[src/rtl/core/rbr_pkg.sv]
// Shared types and constants for the receive byte ring.
// No dependencies.
`default_nettype none

package rbr_pkg;

    localparam int unsigned KIND_W = 2;
    localparam int unsigned DATA_W = 8;
    localparam int unsigned CNT_W  = 32;

    typedef enum logic [KIND_W-1:0] {
        KIND_RX       = 2'd0,
        KIND_LINE_ERR = 2'd1,
        KIND_READ     = 2'd2
    } kind_t;

    typedef logic [DATA_W-1:0] data_t;
    typedef logic [CNT_W-1:0]  cnt_t;

endpackage : rbr_pkg

`default_nettype wire

[src/rtl/core/rbr_in_if.sv]
// Input channel of the receive byte ring: valid/ready plus one item.
// Depends on rbr_pkg.
`default_nettype none

interface rbr_in_if;

    logic                        valid;
    logic                        ready;
    logic [rbr_pkg::KIND_W-1:0]  kind;
    rbr_pkg::data_t              rx_byte;

    modport source (output valid, output kind, output rx_byte, input ready);
    modport sink   (input valid, input kind, input rx_byte, output ready);

endinterface : rbr_in_if

`default_nettype wire

[src/rtl/core/rbr_out_if.sv]
// Result channel of the receive byte ring: valid/ready plus one item.
// Depends on rbr_pkg.
`default_nettype none

interface rbr_out_if;

    logic           valid;
    logic           ready;
    logic           read_valid;
    rbr_pkg::data_t read_data;
    rbr_pkg::cnt_t  overflow_count;
    rbr_pkg::cnt_t  total_count;

    modport source (output valid, output read_valid, output read_data,
                    output overflow_count, output total_count, input ready);
    modport sink   (input valid, input read_valid, input read_data,
                    input overflow_count, input total_count, output ready);

endinterface : rbr_out_if

`default_nettype wire

[src/rtl/core/rx_byte_ring_drop_oldest.sv]
// Top level of the receive byte ring that drops its oldest byte when full.
// Depends on rbr_pkg, rbr_in_if, rbr_out_if and rbr_ring_mem.
`default_nettype none

// The ring holds up to RING_DEPTH - 1 bytes (RING_DEPTH a power of two).
// Every item yields exactly one result with the overflow and received
// counters as they stand after the item. The ring memory is accessed in the
// accept cycle, and its registered read data is turned into the result in the
// next cycle, when the result register is loaded. The next item is accepted
// once that result has moved out or is being taken, so no new item is taken
// while one is still in flight.
// No clearing pass follows reset; reads only reach bytes already written.
module rx_byte_ring_drop_oldest #(
    parameter int unsigned RING_DEPTH = 128
) (
    input wire logic  clk,
    input wire logic  rst_n,
    rbr_in_if.sink    req,
    rbr_out_if.source rsp
);

    localparam int unsigned IDX_W = $clog2(RING_DEPTH);

    logic [IDX_W-1:0] head_reg, head_next;
    logic [IDX_W-1:0] tail_reg, tail_next;
    rbr_pkg::cnt_t    drop_reg, drop_next;
    rbr_pkg::cnt_t    total_reg, total_next;

    logic pend_reg;
    logic pend_hit_reg;

    logic           out_valid_reg;
    logic           out_rvalid_reg;
    rbr_pkg::data_t out_data_reg;
    rbr_pkg::cnt_t  out_drop_reg;
    rbr_pkg::cnt_t  out_total_reg;

    logic           accept;
    logic           is_rx;
    logic           is_rd;
    logic           full;
    logic           empty;
    logic           mem_wr;
    logic           mem_rd;
    rbr_pkg::data_t mem_rdata;

    assign req.ready = !pend_reg && (!out_valid_reg || rsp.ready);
    assign accept    = req.valid && req.ready;

    always_comb
    begin
        is_rx = 1'b0;
        is_rd = 1'b0;
        unique case (req.kind)
            rbr_pkg::KIND_RX:       is_rx = 1'b1;
            rbr_pkg::KIND_READ:     is_rd = 1'b1;
            rbr_pkg::KIND_LINE_ERR: is_rx = 1'b0;
            default:                is_rx = 1'b0;
        endcase
    end

    assign empty  = (head_reg == tail_reg);
    assign full   = ((head_reg + IDX_W'(1)) == tail_reg);
    assign mem_wr = accept && is_rx;
    assign mem_rd = accept && is_rd && !empty;

    always_comb
    begin
        head_next  = head_reg;
        tail_next  = tail_reg;
        drop_next  = drop_reg;
        total_next = total_reg;
        if (mem_wr)
        begin
            head_next  = head_reg + IDX_W'(1);
            total_next = total_reg + rbr_pkg::CNT_W'(1);
            if (full)
            begin
                tail_next = tail_reg + IDX_W'(1);
                drop_next = drop_reg + rbr_pkg::CNT_W'(1);
            end
        end
        else if (mem_rd)
        begin
            tail_next = tail_reg + IDX_W'(1);
        end
    end

    rbr_ring_mem #(
        .DEPTH (RING_DEPTH)
    ) u_mem (
        .clk     (clk),
        .wr_en   (mem_wr),
        .wr_addr (head_reg),
        .wr_data (req.rx_byte),
        .rd_en   (mem_rd),
        .rd_addr (tail_reg),
        .rd_data (mem_rdata)
    );

    always_ff @(posedge clk or negedge rst_n)
    begin
        if (!rst_n)
        begin
            head_reg      <= '0;
            tail_reg      <= '0;
            drop_reg      <= '0;
            total_reg     <= '0;
            pend_reg      <= 1'b0;
            pend_hit_reg  <= 1'b0;
            out_valid_reg <= 1'b0;
        end
        else
        begin
            head_reg  <= head_next;
            tail_reg  <= tail_next;
            drop_reg  <= drop_next;
            total_reg <= total_next;
            pend_reg  <= accept;
            if (accept)
            begin
                pend_hit_reg <= mem_rd;
            end
            if (pend_reg)
            begin
                out_valid_reg <= 1'b1;
            end
            else if (rsp.ready)
            begin
                out_valid_reg <= 1'b0;
            end
        end
    end

    always_ff @(posedge clk)
    begin
        if (pend_reg)
        begin
            out_rvalid_reg <= pend_hit_reg;
            out_data_reg   <= pend_hit_reg ? mem_rdata : '0;
            out_drop_reg   <= drop_reg;
            out_total_reg  <= total_reg;
        end
    end

    assign rsp.valid          = out_valid_reg;
    assign rsp.read_valid     = out_rvalid_reg;
    assign rsp.read_data      = out_data_reg;
    assign rsp.overflow_count = out_drop_reg;
    assign rsp.total_count    = out_total_reg;

`ifndef ASSERT_OFF
    a_no_accept_in_flight: assert property (@(posedge clk) disable iff (!rst_n)
        pend_reg |-> !accept)
        else $error("item accepted while previous item in flight");

    a_pend_to_out: assert property (@(posedge clk) disable iff (!rst_n)
        pend_reg |=> (out_valid_reg && !pend_reg))
        else $error("pending item did not reach result register");

    a_empty_read_miss: assert property (@(posedge clk) disable iff (!rst_n)
        (accept && is_rd && empty) |=> (!pend_hit_reg && (tail_reg == $past(tail_reg))))
        else $error("read of empty ring changed state");

    a_push_nonempty: assert property (@(posedge clk) disable iff (!rst_n)
        (accept && is_rx) |=> (head_reg != tail_reg))
        else $error("ring empty after push");
`endif

endmodule : rx_byte_ring_drop_oldest

`default_nettype wire

[src/rtl/core/rbr_ring_mem.sv]
// Byte store of the ring: one write port, one read port, registered read data.
// Depends on rbr_pkg.
`default_nettype none

module rbr_ring_mem #(
    parameter int unsigned DEPTH = 128
) (
    input  wire logic                     clk,
    input  wire logic                     wr_en,
    input  wire logic [$clog2(DEPTH)-1:0] wr_addr,
    input  wire rbr_pkg::data_t           wr_data,
    input  wire logic                     rd_en,
    input  wire logic [$clog2(DEPTH)-1:0] rd_addr,
    output      rbr_pkg::data_t           rd_data
);

    rbr_pkg::data_t mem [DEPTH];
    rbr_pkg::data_t rd_data_reg;

    always_ff @(posedge clk)
    begin
        if (wr_en)
        begin
            mem[wr_addr] <= wr_data;
        end
    end

    always_ff @(posedge clk)
    begin
        if (rd_en)
        begin
            rd_data_reg <= mem[rd_addr];
        end
    end

    assign rd_data = rd_data_reg;

endmodule : rbr_ring_mem

`default_nettype wire

[src/flat_wrapper.sv]
// flat-port wrapper written by rule: the top's interface ports become plain ports
module rx_byte_ring_drop_oldest_flat 
#(
    parameter int unsigned RING_DEPTH = 128
)
  (clk, rst_n, req_valid, req_kind, req_rx_byte, req_ready, rsp_valid, rsp_read_valid, rsp_read_data, rsp_overflow_count, rsp_total_count, rsp_ready);
  rbr_in_if req_i ();
  rbr_out_if rsp_i ();
  input wire logic clk;
  input wire logic rst_n;
  input wire logic [$bits(req_i.valid)-1:0] req_valid;
  input wire logic [$bits(req_i.kind)-1:0] req_kind;
  input wire logic [$bits(req_i.rx_byte)-1:0] req_rx_byte;
  output wire logic [$bits(req_i.ready)-1:0] req_ready;
  output wire logic [$bits(rsp_i.valid)-1:0] rsp_valid;
  output wire logic [$bits(rsp_i.read_valid)-1:0] rsp_read_valid;
  output wire logic [$bits(rsp_i.read_data)-1:0] rsp_read_data;
  output wire logic [$bits(rsp_i.overflow_count)-1:0] rsp_overflow_count;
  output wire logic [$bits(rsp_i.total_count)-1:0] rsp_total_count;
  input wire logic [$bits(rsp_i.ready)-1:0] rsp_ready;
  assign req_i.valid = req_valid;
  assign req_i.kind = req_kind;
  assign req_i.rx_byte = req_rx_byte;
  assign req_ready = req_i.ready;
  assign rsp_valid = rsp_i.valid;
  assign rsp_read_valid = rsp_i.read_valid;
  assign rsp_read_data = rsp_i.read_data;
  assign rsp_overflow_count = rsp_i.overflow_count;
  assign rsp_total_count = rsp_i.total_count;
  assign rsp_i.ready = rsp_ready;
  rx_byte_ring_drop_oldest #(.RING_DEPTH(RING_DEPTH)) u_core (.clk(clk), .rst_n(rst_n), .req(req_i), .rsp(rsp_i));
endmodule
[config.mk]
export PLATFORM = sky130hd
export DESIGN_NAME = rx_byte_ring_drop_oldest_flat
export DESIGN_NICKNAME = d
export VERILOG_FILES = /design/src/rtl/core/rbr_pkg.sv /design/src/rtl/core/rbr_in_if.sv /design/src/rtl/core/rbr_out_if.sv /design/src/rtl/core/rx_byte_ring_drop_oldest.sv /design/src/rtl/core/rbr_ring_mem.sv /design/src/flat_wrapper.sv
export SDC_FILE = /design/constraint.sdc
export NUM_CORES = 1
export LEC_CHECK = 0
export ABC_AREA = 1
export BUFFER_PORTS_ARGS = -buffer_cell sky130_fd_sc_hd__buf_4
export CORE_ASPECT_RATIO = 0.75
export CORE_MARGIN = 4
export CORE_UTILIZATION = 35
export CTS_CLUSTER_DIAMETER = 30
export DETAILED_ROUTE_END_ITERATION = 16
export GPL_ROUTABILITY_DRIVEN = 0
export SKIP_LAST_GASP = 1
export SYNTH_ARGS = -nofsm -noshare
export SYNTH_HDL_FRONTEND = slang
export SYNTH_SLANG_ARGS = --single-unit
[constraint.sdc]
create_clock -name clk -period 4.21 [get_ports clk]
set_input_delay 1.0525 -clock clk [delete_from_list [all_inputs] [get_ports clk]]
set_output_delay 1.0525 -clock clk [all_outputs]
set_load 0.01 [all_outputs]
==> PnR_summary.wiki, run 1 <==
{| class="wikitable"
! Metric !! Value
|-
| Worst IR Drop VDD || 542 uV
|-
| Fraction of synthesized area in multiplexers || 0%
|-
| Count of final setup violators || 0
|-
| FF-to-FF path depth || 12
|-
| Flip-flop count of the largest register after layout || 1,024
|-
| Number of vias per cell after detailed routing || 4.97
|-
| Vias in the first global route || 33,500
|-
| Family with the most delay on the worst path || simple AND/OR/NAND/NOR gates
|-
| P per Cell Area || 601 nW/um^2
|-
| Crit path DAT || 3.77 ns
|-
| Clock latency on the worst-skew pair || 0.79 ns
|-
| Reg2reg setup slack || 1.05 ns
|-
| Number of antenna violations at the first check in global routing || 0
|-
| Post-cts gate resize count || 0
|-
| Total nets after synthesis || 4,934
|-
| Wire length of the first global-routing pass || 210,000 um
|-
| Top register by number of flip-flops || u_core.u_mem.mem
|-
| Grt ovf || 0
|-
| Longest Clk Path Bufs || 3
|-
| Post-synthesis xor/xnor area fraction || 1.41%
|-
| Root buffer cell || clkbuf_16
|-
| Cell accounting for the most synthesized area || edfxtp_1
|-
| Share of layout cells above drive strength 1 || 9.43%
|-
| Pin count of the biggest net entering global routing || 190
|-
| Unrepaired setup endpoints after global routing || no
|-
| CP startpoint || u_core.tail_reg[0]
|-
| Maximum level of the CTS H-tree || 4
|-
| Post-DP HPWL || 87,000 um
|-
| Buffering stage count on the worst path with inverters included || 2
|-
| Number of standard cells after synthesis || 4,916
|-
| Cell at the slowest stage of the critical path || dfrtp_4
|-
| Biggest fanout along the worst timing path || 121
|-
| Multi-input gate area in the final layout || 12,600 sq um
|-
| Worst slack at placement || 0.416 ns
|-
| Placed instance count || 6,753
|-
| Clock skew after layout || 0.0255 ns
|-
| Number of distinct standard cells referenced by the synthesized netlist || 28
|-
| DRC violation total after the first TritonRoute iteration || 3,896
|-
| Number of sinks handled by clock tree synthesis || 1,186
|-
| Crit path capture type || flip-flop
|-
| Final instance count without filler cells || 7,056
|-
| Static leakage || 23.7 nW
|-
| Clock buffer count from CTS || 162
|-
| WL per Instance || 19.9 um
|-
| Class of the tightest hold or removal check || in2async
|-
| Reg-to-Reg Start || u_core.tail_reg[0]
|-
| Antenna Diode Count || 0
|-
| Peak per-stage delay on the critical path || 0.58 ns
|-
| Layout overhead on the synthesized area || 16.8%
|-
| Dominant combinational cell family by area after synthesis || simple AND/OR/NAND/NOR gates
|-
| Worst path most repeated cell || nand2_1
|-
| Max Transition Viols Final || 0
|-
| Simple-gate portion of the synthesized area || 21.0%
|-
| Vias || 35,100
|-
| Post-route total power || 35.7 mW
|-
| Number of nets in the finished design || 5,044
|-
| Share of the cycle needed by the critical path after routing || 75.2%
|-
| First-pass detailed-route iteration total || 8
|-
| Synthesis warning total || 0
|-
| Register clock-pin slew on the reported worst setup and hold paths || 0.06 ns
|-
| Critical path launch point type || flip-flop
|-
| Rows || 120
|-
| Required @ worst endpoint || 4.82 ns
|-
| Total of buffers placed on input and output ports || 88
|-
| Post CTS Setup Buffer Count || 0
|-
| Area taken by flip-flops and latches || 35,200 sq um
|-
| Synthesized area per cell || 10.3 sq um
|-
| Critical path cell sequence || inv_8, buf_4, nand2_1, nand2_1, nand2_1, nand3_1, nand3_1, nand2_1, nand2_1, nand3_1, nor2_1, nor2_1
|-
| Ranking of synthesized cells by area || edfxtp_1 65%, nand2_1 11%, nor2_1 4.7%
|-
| Initial cell density of the core || 35.4%
|-
| Worst hold slack || 0.314 ns
|-
| DIE HEIGHT || 338 um
|-
| Die Footprint || 151,000 sq um
|-
| Share of the synthesized area in the top cell type || 65.3%
|-
| Number of top-level pins || 89
|-
| Highest achievable clock rate || 316 MHz
|-
| Termination of the worst setup path || u_core.u_mem.rd_data[7]
|-
| Number of fill cells in the layout || 13,600
|-
| Post-detailed-route DRC marker count || 0
|-
| Post-synthesis adder-cell area fraction || 0.0984%
|-
| CTS tree || built
|-
| Run status || complete, no violations
|-
| Post-route ant nets || 0
|-
| RR Endpoint || u_core.u_mem.rd_data[7]
|-
| Total routed wirelength || 140,000 um
|-
| Complex-gate fraction of the synthesized area || 2.26%
|-
| Maxcap violations || 0
|-
| Worst slew slack as a fraction of its limit || 34.8%
|-
| Area of the core || 144,000 sq um
|-
| Hold buffers post-CTS || 0
|-
| Sequential-to-total area share from yosys stat || 69.3%
|-
| GRT Total Usage || 18.3%
|-
| Transition time at the pin with the least slew margin || 0.979 ns
|-
| Number of hold violations in the final report || 0
|-
| Critical path class || reg2reg
|-
| Final worst setup slack || 1.05 ns
|-
| Final critical-path required period || 3.16 ns
|-
| Total stage count of the critical path || 12
|-
| DIE WIDTH || 448 um
|-
| Setup tns final || 0 ns
|-
| FF+latch count, synth || 1,186
|-
| Area of the mapped netlist || 50,800 sq um
|}
[where the power goes]
| part | internal (mW) | switching, mW |
|---|---|---|
| registers | 13.1 | 0.225 |
| clock network | 8.22 | 5.67 |
| logic | 2.31 | 6.17 |
| total | 23.6 | 12.1 |
[cell type report]
class	count	area share [%]
sequential	1186	59.3
clock inverter	130	2.41
tap	1891	3.98
inverter	517	3.29
clock buffer	173	7.00
timing repair buffer	177	2.76
multi-input combinational	2982	21.3
[cell families (layout without fill, tap and decap cells)]
family / after synthesis / count (layout)
compound gates: 225 / 225
fa+ha+maj: 4 / 4
flops: 1186 / 1186
buf+inv: 748 / 997
xor+xnor: 82 / 82
simple gates: 2671 / 2671
[cell usage after synthesis]
master / instances
dfrtp_1: 81
nand2_1: 1543
o211ai_1: 7
nor4_1: 7
edfxtp_1: 1105
nor3_1: 32
buf_1: 35
nor2_2: 1
nand2_4: 1
nand4_1: 16
nor2_1: 632
buf_2: 85
buf_4: 18
a21oi_2: 1
xnor2_1: 31
xor2_1: 51
inv_2: 7
ha_1: 4
or2_2: 10
buf_6: 4
o21ai_0: 179
a21oi_1: 17
clkbuf_1: 89
o21ai_1: 21
inv_1: 506
clkinv_1: 4
nand3_1: 427
nor3b_1: 2
[worst min-delay path by stage]
stage	end	slack, ns	cells after the start
4_1_cts	u_core.total_reg[22]	0.28	1
5_1_grt	u_core.drop_reg[2]	0.33	1
6_report	u_core.drop_reg[2]	0.31	1
3_3_place_gp	u_core.rsp.total_count[24]	0.47	0
3_5_place_dp	u_core.rsp.valid	0.47	2
2_1_floorplan	u_core.rsp.read_valid	0.42	0
[layer usage]
layer / global-route usage, % / part of all wire (%)
met1: 27.6 / 45
met2: 26.3 / 43
met3: 4.21 / 9.7
met4: 5.10 / 2.1
met5: 0 / 0
[metrics by stage]
stage | area [sq um] | utilization, %
floorplan | 50800 | -
global route | 59400 | 41.4
global placement | 53800 | 37.5
finish | 59400 | 41.4
detailed placement | 53800 | 37.5
CTS | 59400 | 41.4
[worst reg2reg max path, stage by stage, from the launching register on]
cell and delay [ns]:
dfrtp_4 0.58, inv_8 0.45, buf_4 0.65, nand2_1 0.08, nand2_1 0.10, nand2_1 0.06
nand3_1 0.10, nand3_1 0.22, nand2_1 0.23, nand2_1 0.08, nand3_1 0.21, nor2_1 0.08
nor2_1 0.16
[layout by cell type, fill, tap and decap left out, types with 20 or more instances in the layout]
master and count:
nand2_1 1543, o21ai_0 179, buf_12 25, nor3_1 32
xnor2_1 31, xor2_1 51, inv_1 504, clkinv_4 20
nand3_1 427, clkbuf_16 164, o21ai_1 21, inv_6 25
nor2_1 631, dfrtp_1 77, edfxtp_1 1105, buf_4 152
No activity file was read; power rests on OpenSTA's default activity.
==> inputs of run 2 (changes only) <==
clock period = 3.3 ns   (was 4.21 ns; I/O delays follow)
==> PnR_summary.wiki, run 2 (same netlist as run 1, synthesis figures left out) <==
{| class="wikitable"
! Metric !! Value
|-
| GRT Total Usage || 18.4%
|-
| Share of layout cells above drive strength 1 || 11.8%
|-
| Maxcap violations || 0
|-
| Die Footprint || 151,000 sq um
|-
| Placed instance count || 6,903
|-
| Number of nets in the finished design || 5,190
|-
| Cell at the slowest stage of the critical path || dfrtp_4
|-
| Top register by number of flip-flops || u_core.u_mem.mem
|-
| DIE HEIGHT || 338 um
|-
| Pin count of the biggest net entering global routing || 108
|-
| Max Transition Viols Final || 0
|-
| Class of the tightest hold or removal check || in2async
|-
| Share of the cycle needed by the critical path after routing || 86.6%
|-
| Family with the most delay on the worst path || buffers and inverters
|-
| Vias || 35,500
|-
| Peak per-stage delay on the critical path || 0.63 ns
|-
| Unrepaired setup endpoints after global routing || no
|-
| Antenna Diode Count || 0
|-
| Crit path capture type || flip-flop
|-
| Post-cts gate resize count || 0
|-
| Commonest non-fill, non-tap cells in the layout || 1,543 x nand2_1, 1,105 x edfxtp_1, 631 x nor2_1
|-
| Area of the core || 144,000 sq um
|-
| Number of top-level pins || 89
|-
| Transition time at the pin with the least slew margin || 0.920 ns
|-
| DIE WIDTH || 448 um
|-
| Final worst setup slack || 0.443 ns
|-
| Clock buffer count from CTS || 158
|-
| Longest Clk Path Bufs || 3
|-
| Number of vias per cell after detailed routing || 4.93
|-
| Count of final setup violators || 0
|-
| Register clock-pin slew on the reported worst setup and hold paths || 0.06 ns
|-
| Wire length of the first global-routing pass || 212,000 um
|-
| Critical path class || reg2reg
|-
| Grt ovf || 0
|-
| Post-detailed-route DRC marker count || 0
|-
| Worst IR Drop VDD || 529 uV
|-
| Number of antenna violations at the first check in global routing || 2
|-
| Clock latency on the worst-skew pair || 0.77 ns
|-
| Static leakage || 24.5 nW
|-
| Critical path cell sequence || inv_6, buf_12, nor2_1, nor3_1, nand3_1, nor2_1, nand2_4, inv_2, nand2_1, nand2_1
|-
| Post-route ant nets || 0
|-
| FF-to-FF path depth || 10
|-
| Worst slew slack as a fraction of its limit || 38.6%
|-
| Clock skew after layout || 0.0281 ns
|-
| Post CTS Setup Buffer Count || 0
|-
| Initial cell density of the core || 35.4%
|-
| Total routed wirelength || 141,000 um
|-
| Root buffer cell || clkbuf_16
|-
| WL per Instance || 19.6 um
|-
| Post-DP HPWL || 89,100 um
|-
| Run status || complete, no violations
|-
| CTS tree || built
|-
| Hold buffers post-CTS || 0
|-
| Number of sinks handled by clock tree synthesis || 1,186
|-
| Worst slack at placement || 0.213 ns
|-
| Total of buffers placed on input and output ports || 88
|-
| P per Cell Area || 751 nW/um^2
|-
| DRC violation total after the first TritonRoute iteration || 4,178
|-
| Crit path DAT || 3.56 ns
|-
| RR Endpoint || u_core.drop_reg[7]
|-
| Buffering stage count on the worst path with inverters included || 3
|-
| Required @ worst endpoint || 4.00 ns
|-
| Rows || 120
|-
| Flip-flop count of the largest register after layout || 1,024
|-
| Post-route total power || 45.5 mW
|-
| Vias in the first global route || 34,100
|-
| Number of fill cells in the layout || 13,600
|-
| Biggest fanout along the worst timing path || 42
|-
| Final critical-path required period || 2.86 ns
|-
| Final Util || 42.2%
|-
| Setup tns final || 0 ns
|-
| Number of hold violations in the final report || 0
|-
| Layout overhead on the synthesized area || 19.1%
|-
| First-pass detailed-route iteration total || 7
|-
| Reg-to-Reg Start || u_core.tail_reg[1]
|-
| Highest achievable clock rate || 350 MHz
|-
| Reg2reg setup slack || 0.44 ns
|-
| Most frequent standard cell in the layout excluding fill and tap cells || nand2_1
|-
| Final instance count without filler cells || 7,195
|-
| Critical path launch point type || flip-flop
|-
| Maximum level of the CTS H-tree || 4
|}
run 2: cell type report:
| cell class | instances | area (sq um) | area share (%) |
|---|---|---|---|
| Multi-Input combinational cell | 2982 | 12600 | 20.8 |
| Clock inverter | 115 | 1260 | 2.08 |
| Timing Repair Buffer | 327 | 2960 | 4.88 |
| Clock buffer | 177 | 4170 | 6.89 |
| Inverter | 517 | 1950 | 3.23 |
| Tap cell | 1891 | 2370 | 3.91 |
| Sequential cell | 1186 | 35200 | 58.2 |
run 2: power by group:
group | switching [mW] | internal (mW) | leakage (nW)
Clock | 6.92 | 10.5 | 2.61
Sequential | 0.374 | 16.7 | 11.0
Combinational | 7.79 | 3.17 | 10.9
Total | 15.1 | 30.4 | 24.5
run 2: per-layer routing:
metal,up-vias,GRT usage (%),share of wire (%)
met3,210,4.00,9.8
met2,1599,26.4,42
met5,-,0,0.0092
li1,16600,-,-
met4,2,5.42,2.3
met1,17100,28.0,46
run 2: how the worst max path moves through the flow:
stage,startpoint,cells after the start,slack (ns),endpoint
6_report,u_core.tail_reg[1],10,0.44,u_core.drop_reg[7]
5_1_grt,u_core.tail_reg[1],10,0.28,u_core.drop_reg[14]
4_1_cts,u_core.tail_reg[1],10,0.49,u_core.drop_reg[7]
3_5_place_dp,rsp_ready,11,0.21,u_core.u_mem.mem[57][5]
3_3_place_gp,rsp_ready,10,0.25,u_core.u_mem.mem[63][7]
2_1_floorplan,u_core.pend_reg,8,0.33,u_core.u_mem.mem[31][0]
run 2: metrics by stage:
stage | hold WS (ns) | cell area, sq um
3_5_place_dp | 0.466 | 55100
5_1_grt | 0.148 | 60600
4_1_cts | 0.0950 | 60600
3_3_place_gp | 0.460 | 55100
6_report | 0.115 | 60600
2_1_floorplan | 0.423 | 50800
run 2: worst register-to-register path, cell delays in order, from the launching register on:
cell and delay, ns:
dfrtp_4 0.63, inv_6 0.47, buf_12 0.28, nor2_1 0.07
nor3_1 0.29, nand3_1 0.12, nor2_1 0.19, nand2_4 0.15
inv_2 0.39, nand2_1 0.13, nand2_1 0.09
